<file path="src/gwws_pkg.sv">
// Package for the greedy word-wrap stream formatter.
// Holds the field widths, the character codes, the register map and reset values.
// No dependencies.
package gwws_pkg;

  localparam int unsigned CharW   = 8;
  localparam int unsigned IndentW = 6;
  localparam int unsigned WidthW  = 10;
  localparam int unsigned ColW    = 11;
  localparam int unsigned AddrW   = 3;
  localparam int unsigned DataW   = 32;

  localparam logic [CharW-1:0] CharNewline = 8'd10;
  localparam logic [CharW-1:0] CharSpace   = 8'd32;
  localparam logic [CharW-1:0] CharTab     = 8'd9;
  localparam logic [CharW-1:0] CharCr      = 8'd13;

  localparam logic [ColW-1:0] ColumnMax = {ColW{1'b1}};

  localparam logic [IndentW-1:0] IndentReset = 6'd0;
  localparam logic [WidthW-1:0]  WidthReset  = 10'd72;

  // Register index, taken from paddr bit 2.
  typedef enum logic {
    RegIndent = 1'b0,
    RegWidth  = 1'b1
  } reg_idx_e;

endpackage

</file>
<file path="src/greedy_word_wrap_stream.sv">
// Top level of the greedy word-wrap stream formatter: APB registers, item plan
// register, byte emitter and output register. Depends on gwws_pkg.
//
// Channel | Signals                            | Direction
// in      | in_valid_i, in_stall_o, in_char_i, text_start_i | into block
// out     | out_valid_o, out_stall_i, out_char_o, run_last_o | out of block
// cfg     | psel_i, penable_i, pwrite_i, paddr_i, pwdata_i, prdata_o, pready_o | APB
//
// An item that yields one byte or none does not stall the input while the output flows;
// a longer item stalls the input until its last byte is sent, as the emitter sends one
// byte per cycle when not stalled: indent spaces, then the body byte, then indent spaces.
// The wrap mode and column are updated when the item is accepted.
// Reset clears the mode, the column and all valid flags and sets the registers to defaults.
// A stalled output holds its byte while the next item waits in the plan register.
module greedy_word_wrap_stream (
  input  logic                        clk_i,
  input  logic                        rst_ni,
  input  logic                        in_valid_i,
  output logic                        in_stall_o,
  input  logic [gwws_pkg::CharW-1:0]  in_char_i,
  input  logic                        text_start_i,
  output logic                        out_valid_o,
  input  logic                        out_stall_i,
  output logic [gwws_pkg::CharW-1:0]  out_char_o,
  output logic                        run_last_o,
  input  logic                        psel_i,
  input  logic                        penable_i,
  input  logic                        pwrite_i,
  input  logic [gwws_pkg::AddrW-1:0]  paddr_i,
  input  logic [gwws_pkg::DataW-1:0]  pwdata_i,
  output logic [gwws_pkg::DataW-1:0]  prdata_o,
  output logic                        pready_o
);
  import gwws_pkg::*;

  typedef enum logic [1:0] {
    ModeLineStart = 2'd0,
    ModeInWs      = 2'd1,
    ModeInWord    = 2'd2
  } mode_e;

  logic [IndentW-1:0] indent_q;
  logic [WidthW-1:0]  width_q;
  mode_e              mode_q, mode_d;
  logic [ColW-1:0]    col_q, col_d;

  logic               busy_q, busy_d;
  logic [IndentW-1:0] pre_q, pre_d;
  logic               body_q, body_d;
  logic [CharW-1:0]   body_char_q, body_char_d;
  logic [IndentW-1:0] post_q, post_d;

  logic               out_valid_q;
  logic [CharW-1:0]   out_char_q;
  logic               run_last_q;

  logic               cfg_wr;
  reg_idx_e           cfg_idx;
  logic               in_accept;
  logic               can_emit, emit;
  logic [IndentW-1:0] pre_nx, post_nx;
  logic               body_nx, rem_zero;
  logic [CharW-1:0]   emit_char;

  logic               is_ws, over;
  mode_e              mode_eff;
  logic [ColW-1:0]    col_eff, col_inc;
  logic [IndentW-1:0] plan_pre, plan_post;
  logic               plan_body;
  logic [CharW-1:0]   plan_char;

  // Configuration port.
  assign pready_o = 1'b1;
  assign cfg_idx  = reg_idx_e'(paddr_i[2]);
  assign cfg_wr   = psel_i && penable_i && pwrite_i;

  always_comb begin
    case (cfg_idx)
      RegIndent: prdata_o = DataW'(indent_q);
      RegWidth:  prdata_o = DataW'(width_q);
      default:   prdata_o = '0;
    endcase
  end

  always_ff @(posedge clk_i or negedge rst_ni) begin
    if (!rst_ni) begin
      indent_q <= IndentReset;
      width_q  <= WidthReset;
    end else if (cfg_wr) begin
      case (cfg_idx)
        RegIndent: indent_q <= pwdata_i[IndentW-1:0];
        RegWidth:  width_q  <= pwdata_i[WidthW-1:0];
        default:   ;
      endcase
    end
  end

  // Emitter: next byte of the current plan.
  assign can_emit = !out_valid_q || !out_stall_i;
  assign emit     = busy_q && can_emit;

  always_comb begin
    pre_nx    = pre_q;
    body_nx   = body_q;
    post_nx   = post_q;
    emit_char = CharSpace;
    if (pre_q != '0) begin
      pre_nx = pre_q - IndentW'(1);
    end else if (body_q) begin
      body_nx   = 1'b0;
      emit_char = body_char_q;
    end else begin
      post_nx = post_q - IndentW'(1);
    end
  end

  assign rem_zero   = (pre_nx == '0) && !body_nx && (post_nx == '0);
  assign in_stall_o = busy_q && !(emit && rem_zero);
  assign in_accept  = in_valid_i && !in_stall_o;

  // Plan for a new item and the next wrap state.
  assign is_ws    = (in_char_i == CharSpace) || (in_char_i >= CharTab && in_char_i <= CharCr);
  assign mode_eff = text_start_i ? ModeLineStart : mode_q;
  assign col_eff  = text_start_i ? ColW'(indent_q) : col_q;
  assign over     = col_eff > ColW'(width_q);
  assign col_inc  = (col_eff == ColumnMax) ? col_eff : col_eff + ColW'(1);

  always_comb begin
    plan_pre  = text_start_i ? indent_q : '0;
    plan_post = '0;
    plan_body = 1'b0;
    plan_char = in_char_i;
    mode_d    = mode_eff;
    col_d     = col_eff;
    case (mode_eff)
      ModeInWs, ModeInWord: begin
        if (is_ws) begin
          if (over) begin
            plan_body = 1'b1;
            plan_char = CharNewline;
            plan_post = indent_q;
            col_d     = ColW'(indent_q);
            mode_d    = ModeLineStart;
          end else if (mode_eff == ModeInWord) begin
            plan_body = 1'b1;
            plan_char = CharSpace;
            col_d     = col_inc;
            mode_d    = ModeInWs;
          end
        end else begin
          plan_body = 1'b1;
          col_d     = col_inc;
          mode_d    = ModeInWord;
        end
      end
      default: begin
        if (is_ws) begin
          mode_d = ModeInWs;
        end else begin
          plan_body = 1'b1;
          col_d     = col_inc;
          mode_d    = ModeInWord;
        end
      end
    endcase
  end

  always_comb begin
    busy_d      = busy_q;
    pre_d       = pre_q;
    body_d      = body_q;
    body_char_d = body_char_q;
    post_d      = post_q;
    if (emit) begin
      busy_d = !rem_zero;
      pre_d  = pre_nx;
      body_d = body_nx;
      post_d = post_nx;
    end
    if (in_accept) begin
      busy_d      = (plan_pre != '0) || plan_body || (plan_post != '0);
      pre_d       = plan_pre;
      body_d      = plan_body;
      body_char_d = plan_char;
      post_d      = plan_post;
    end
  end

  always_ff @(posedge clk_i or negedge rst_ni) begin
    if (!rst_ni) begin
      mode_q <= ModeLineStart;
      col_q  <= '0;
      busy_q <= 1'b0;
      pre_q  <= '0;
      body_q <= 1'b0;
      post_q <= '0;
    end else begin
      if (in_accept) begin
        mode_q <= mode_d;
        col_q  <= col_d;
      end
      busy_q <= busy_d;
      pre_q  <= pre_d;
      body_q <= body_d;
      post_q <= post_d;
    end
  end

  always_ff @(posedge clk_i) begin
    body_char_q <= body_char_d;
  end

  // Output register.
  always_ff @(posedge clk_i or negedge rst_ni) begin
    if (!rst_ni) begin
      out_valid_q <= 1'b0;
    end else if (emit) begin
      out_valid_q <= 1'b1;
    end else if (!out_stall_i) begin
      out_valid_q <= 1'b0;
    end
  end

  always_ff @(posedge clk_i) begin
    if (emit) begin
      out_char_q <= emit_char;
      run_last_q <= rem_zero;
    end
  end

  assign out_valid_o = out_valid_q;
  assign out_char_o  = out_char_q;
  assign run_last_o  = run_last_q;

endmodule

</file>
<file path="config.mk">
export PLATFORM = sky130hd
export DESIGN_NAME = greedy_word_wrap_stream
export DESIGN_NICKNAME = d
export VERILOG_FILES = /design/src/gwws_pkg.sv /design/src/greedy_word_wrap_stream.sv
export SDC_FILE = /design/constraint.sdc
export NUM_CORES = 1
export LEC_CHECK = 0
export BUFFER_PORTS_ARGS = -buffer_cell sky130_fd_sc_hd__buf_2
export CAP_MARGIN = 20
export CORE_MARGIN = 2
export CORE_UTILIZATION = 60
export DETAILED_ROUTE_END_ITERATION = 10
export PLACE_DENSITY = 0.95
export SLEW_MARGIN = 20
export SYNTH_ARGS = -nofsm -noshare
export SYNTH_HDL_FRONTEND = slang
export SYNTH_SLANG_ARGS = --single-unit
</file>
<file path="constraint.sdc">
create_clock -name clk_i -period 4.7 [get_ports clk_i]
set_input_delay 1.41 -clock clk_i [delete_from_list [all_inputs] [get_ports clk_i]]
set_output_delay 1.41 -clock clk_i [all_outputs]
set_load 0.05 [all_outputs]
</file>
# [Word-level counts from Yosys, hierarchy flattened]
# Cells that the tools add are included.
[op_classes] eq_ne=5 muxes=41 n_bitwise=2 n_reduce_logical=29 multipliers=0 addsub=3 n_div=0 shift=0 order_cmp=3
[ops] op="11-bit 2-to-1 mux" count=7
[ops] op="6-bit 2-to-1 mux" count=11
[ops] op="32-bit one-hot mux with 2 select lines" count=1
[ops] op="8-bit 2-to-1 mux" count=4
[ops] op="6-bit nonzero test" count=3
[ops] op="6-bit logical NOT" count=2
[ops] op="1-bit 2-to-1 mux" count=12
[ops] op="2-bit 2-to-1 mux" count=6
[ops] op="6-bit by 1-bit subtractor with 6-bit output, second input constant" count=2
[ops] op="11-bit by 1-bit adder with 11-bit output, second input constant" count=1
[ops] op="11-bit equality test, second input constant" count=1
[ops] op="11-bit by 10-bit greater-than comparator with 1-bit output" count=1
[ops] op="1-bit logical AND" count=9
[ops] op="8-bit by 6-bit equality test with 1-bit output, second input constant" count=1
[ops] op="8-bit by 4-bit >= comparator with 1-bit output, second input constant" count=1
[ops] op="8-bit by 4-bit <= comparator with 1-bit output, second input constant" count=1
[ops] op="1-bit logical NOT" count=6
[ops] op="1-bit logical OR" count=4
[ops] op="2-bit AND reduction" count=2
[ops] op="2-bit OR reduction" count=2
[ops] op="2-bit by 1-bit equality test with 1-bit output, second input constant" count=1
[ops] op="2-bit equality test, second input constant" count=1
[ops] op="2-bit by 1-bit != test with 1-bit output, second input constant" count=1
[ops] op="1-bit inverter" count=2
[ops] op="2-bit nonzero test" count=1
[word_totals] input_bits=51 out_inout_bits=44 latchBits=0 regBits=61 romBits=0 elab_cells=95 mem_count=0 ram_bits=0

# [Depth between registers and ports, before layout]
[logic_depth] word_depth=11 depth_mapped=15 mapped_depth_nobuf=10

# [Worst setup path before layout]
# No wires, ideal clock.
[synth_timing] kind="input to register" from="input text_start_i" to="register col_q[6]" n_path_buf=5 setup_ns=0.064 t_arrival_ns=4.495 stages=14 path_slack_ns=0.141 path_cell_list="clkbuf_1 -> clkbuf_1 -> clkbuf_1 -> buf_1 -> nor2b_1 -> ha_1 -> and3_1 -> a211oi_1 -> a31oi_1 -> or2_2 -> clkbuf_1 -> a21o_1 -> a2111oi_4 -> a21o_1"
[synth_between] elab_chain_cells=7 word_cells_on_any_way=14
[synth_lines] element="from (decl)" line_no="greedy_word_wrap_stream.sv:21" rtl="input logic text_start_i,"
[synth_lines] element="11-bit 2-to-1 mux" line_no="greedy_word_wrap_stream.sv:124" rtl="assign col_eff = text_start_i ? ColW'(indent_q) : col_q;"
[synth_lines] element="11-bit by 1-bit adder with 11-bit output / 11-bit equality test (equally long branches)" line_no="greedy_word_wrap_stream.sv:126" rtl="assign col_inc = (col_eff == ColumnMax) ? col_eff : col_eff + ColW'(1);"
[synth_lines] element="11-bit 2-to-1 mux" line_no="greedy_word_wrap_stream.sv:126"
[synth_lines] element="11-bit 2-to-1 mux" line_no="greedy_word_wrap_stream.sv:144" rtl="end else if (mode_eff == ModeInWord) begin"
[synth_lines] element="11-bit 2-to-1 mux" line_no="greedy_word_wrap_stream.sv:138" rtl="if (over) begin"
[synth_lines] element="11-bit 2-to-1 mux" line_no="greedy_word_wrap_stream.sv:137" rtl="if (is_ws) begin"
[synth_lines] element="11-bit 2-to-1 mux *" line_no="greedy_word_wrap_stream.sv:135" rtl="case (mode_eff)"
[synth_lines] element="to (signal assigned)" line_no="greedy_word_wrap_stream.sv:200" rtl="col_q <= col_d;"
[synth_lines] element="to (decl)" line_no="greedy_word_wrap_stream.sv:45" rtl="logic [ColW-1:0] col_q, col_d;"
# Every way passes the cells marked *; elsewhere a longest branch is shown, timed or not.
# A chain may end at the register's enable or synchronous reset.

# [Worst setup path after layout]
[layout_timing] from="register pre_q[0]" to="output in_stall_o"
[layout_between] elab_chain_cells=8 word_cells_on_any_way=13
[layout_lines] element="from (decl)" line_no="greedy_word_wrap_stream.sv:48" rtl="logic [IndentW-1:0] pre_q, pre_d;"
[layout_lines] element="from (signal assigned)" line_no="greedy_word_wrap_stream.sv:203" rtl="pre_q <= pre_d;"
[layout_lines] element="6-bit by 1-bit subtractor with 6-bit output / 6-bit nonzero test (equally long branches)" line_no="greedy_word_wrap_stream.sv:108, greedy_word_wrap_stream.sv:107"
[layout_lines] element="6-bit 2-to-1 mux / 1-bit 2-to-1 mux (equally long branches)" line_no="greedy_word_wrap_stream.sv:107" rtl="if (pre_q != '0) begin"
[layout_lines] element="6-bit logical NOT / 1-bit logical NOT (equally long branches)" line_no="greedy_word_wrap_stream.sv:117" rtl="assign rem_zero = (pre_nx == '0) && !body_nx && (post_nx == '0);"
[layout_lines] element="1-bit logical AND" line_no="greedy_word_wrap_stream.sv:117"
[layout_lines] element="1-bit logical AND *" line_no="greedy_word_wrap_stream.sv:117"
[layout_lines] element="via rem_zero" line_no="greedy_word_wrap_stream.sv:62" rtl="logic body_nx, rem_zero;"
[layout_lines] element="1-bit logical AND *" line_no="greedy_word_wrap_stream.sv:118" rtl="assign in_stall_o = busy_q && !(emit && rem_zero);"
[layout_lines] element="1-bit logical NOT *" line_no="greedy_word_wrap_stream.sv:118"
[layout_lines] element="1-bit logical AND *" line_no="greedy_word_wrap_stream.sv:118"
[layout_lines] element="to (decl)" line_no="greedy_word_wrap_stream.sv:19" rtl="output logic in_stall_o,"
# Mark *: on every way through the listed nets, which the timed path passes. The rest lies on a longest branch.

==> impl_metrics.yaml <==
drt:
  drcViolationCount: 0
  avgRoutedWirePerCell_um: 17.5
  avgViaCountPerCell: 6.31
  dr.first_iter.drc_count: 379
  dr.pass1.iters: 8
  final_antenna_net_count: 0
  vias: 3826
  routed_wl_mm: 10.6
hold_path:
  whs_path_depth: 2
  min_path_type: "reg -> reg"
  whs_endpoint: "mode_q[0]$_DFFE_PN0N_"
  hp-start: "mode_q[0]$_DFFE_PN0N_"
placement:
  place_congestion: 0.965
  hpwl_mm: 7.64
  port_buffers: 47
  placed_area_mm2: 0.00451
  dp_worst_setup_slack_ps: 453
  place_inst: 590
global_route:
  grt_max_degree: 45
  antenna_found_initial: 0
  grt_pass1_vias: 3630
  grt_pass1_wl_mm: 17.6
  grt.total_usage_pct: 28.8
  grt_overflow: 0
outcome:
  outcome: "finished, final reports clean"
cells_and_area:
  areaGrowthSynthToFinish_pct: 9.46
  fillers: 518
  design_area_mm2: 0.00471
  fin_cells: 606
  drive_above_1_share_pct: 21.6
  antenna_cells: 0
  nNetsFinal: 571
clock_network:
  clock_latency_ps: 360
  cts_buffers: 9
  cts_root_buf: "clkbuf_8"
  path_clk_slew_ps: 70
  cts.htree.levels: 3
  cts_hold_buffers: 0
  postCtsSetupRepairBufs: 0
  clk_path_buf_depth: 2
  cts_sinks: 61
  cts_resized: 0
  cts_tree: "done"
timing:
  finalSetupViolations: 0
  slew_headroom_pct: 43.0
  drv_slew: 0
  fin_worst_skew_ps: 8.99
  timing.final.ws_setup_ps: 254
  finalCritPeriodShare_pct: 94.6
  hold_viol_final: 0
  fmax_ghz: 0.225
  rsz0062_at_grt: "no"
  setup_tns_ps: 0
  worst_slew_pin_slew_ps: 849
  period_minus_slack_ps: 4450
yosys:
  synthArstFlopShare_pct: 72.1
  synth_commonest_cells: "dfrtp_1, nand2_1, inv_1, o21ai_0, buf_4"
  synthCells: 465
  yosys.area.top_type: "dfrtp_1"
  syn-mean-instance-area_um2: 9.25
  netlist_top_cells_area: "dfrtp_1, edfxtp_1, mux2_2"
  synth_edf_count: 17
  seq_area_frac_synth_pct: 37.5
  ys_warn_count: 0
  synth_top_area_share_pct: 24.4
  yosysUniqueCellTypes: 72
  synth_top_flop_cell: "dfrtp_1"
  synth_area_mm2: 0.00430
  ys_ff_latch: 61
setup_path:
  critPathArrivalTime_ps: 3040
  endpoint_kind: "output pin"
  r2r_end: "col_q[7]$_DFFE_PN0N_"
  cp_cell_sequence: "inv_1 > ha_1 > nor4b_4 > a31oi_1 > or4_1 > a21oi_1 > and2_1 > a21oi_1 > buf_2"
  r2r_slack_ps: 1180
  critical_path_class: "reg -> out"
  path_max_fanout: 8
  max_stage_delay_ps: 530
  r2r-start: "pre_q[0]$_DFFE_PN0P_"
  reg2reg_depth: 12
  critical_path.most_common_cell: "a21oi_1"
  crit_required_ps: 3290
  worst_path_max_delay_cell: "or4_1"
  start_kind: "register"
die:
  pin_count: 95
  num_rows: 30
  die_h_um: 88.6
  die_w_um: 88.6
  start_util_pct: 62.6
  core_area_mm2: 0.00687
  die-area_mm2: 0.00786
pwr:
  p_leak_uw: 0.00206
  power_density_mw_per_mm2: 469
  peakVddDrop_v: 0.000247
run:
  max_cap_viol_count: 0
[metal layers]
metal	wire length [µm]	global-route usage [%]	vias up	share of wire (%)
met2	5300	49.0	248	50
met4	346	13.8	0	3.3
li1	-	-	1739	-
met3	782	5.88	43	7.4
met1	4170	34.7	1796	39
met5	0	0	-	0
[cell families (layout without fill, tap and decap cells)]
family	after synthesis	count (layout)	synth area share [%]
flops	61	61	37.5
other cells	2	23	0.175
buf+inv	74	98	9.05
compound gates	113	113	19.2
mux	27	27	6.98
simple gates	161	161	20.2
xor+xnor	11	11	2.24
fa+ha+maj	16	16	4.60
[worst max-delay path by stage]
stage	startpoint	endpoint	slack, ps	cells past startpoint
after floorplan	text_start_i	col_q[6]$_DFFE_PN0N_	140	14
after CTS	pre_q[0]$_DFFE_PN0P_	in_stall_o	320	9
after global placement	text_start_i	busy_q$_DFFE_PN0P_	550	11
final	pre_q[0]$_DFFE_PN0P_	in_stall_o	250	9
after global routing	pre_q[0]$_DFFE_PN0P_	in_stall_o	50	9
after detailed placement	text_start_i	busy_q$_DFFE_PN0P_	450	11
[final cells by class]
cell class / instances / area [µm²] / area share [%]
Tap cell: 96 / 120 / 2.55
Multi-Input combinational cell: 351 / 2370 / 50.5
Clock buffer: 9 / 124 / 2.63
Timing Repair Buffer: 55 / 298 / 6.33
Sequential cell: 61 / 1610 / 34.3
Clock inverter: 7 / 73.8 / 1.57
Inverter: 27 / 101 / 2.15
[state kept, by name, summed over array words and instances, names as in the netlist]
signal / cells
body_char_q: 8
body_q: 1
busy_q: 1
col_q: 11
indent_q: 6
mode_q: 2
out_char_o: 8
out_valid_o: 1
post_q: 6
pre_q: 6
run_last_o: 1
width_q: 10
[layout by cell type (no fill, tap or decap), drive strengths merged, types with 6 or more instances in the layout]
cell	n
nand3	15
a21oi	18
buf	55
and3	10
nor3	14
nand4	6
a31oi	7
ha	15
edfxtp	17
clkbuf	9
nand2	42
inv	29
nor2b	13
o21ai	30
a21o	8
a211oi	8
xnor2	8
conb	23
and2	7
dfrtp	42
nor2	20
nand2b	9
mux2	24
[power breakdown]
| part | switching (µW) | internal (µW) | total [µW] |
|---|---|---|---|
| Combinational | 558 | 346 | 904 |
| Sequential | 167 | 665 | 831 |
| Clock | 226 | 247 | 473 |
| Total | 950 | 1260 | 2210 |
[worst max-delay path, delay by kind of cell, from the launching register on]
family	cells	cell delay [ps]
AO/OA/AOI/OAI	3	460
AND/OR/NAND/NOR	3	1180
buffers and inverters	2	320
adder cells (fa/ha/maj)	1	270
flip-flops	1	460
[metrics by stage]
step	utilization, %	total power, µW	hold slack (ps)
finish	68.5	2210	485
global route	68.5	2330	528
CTS	68.5	2190	484
detailed placement	65.6	1710	462
global placement	65.6	1660	454
floorplan	-	1500	441
(Power assumes the default switching activity.)
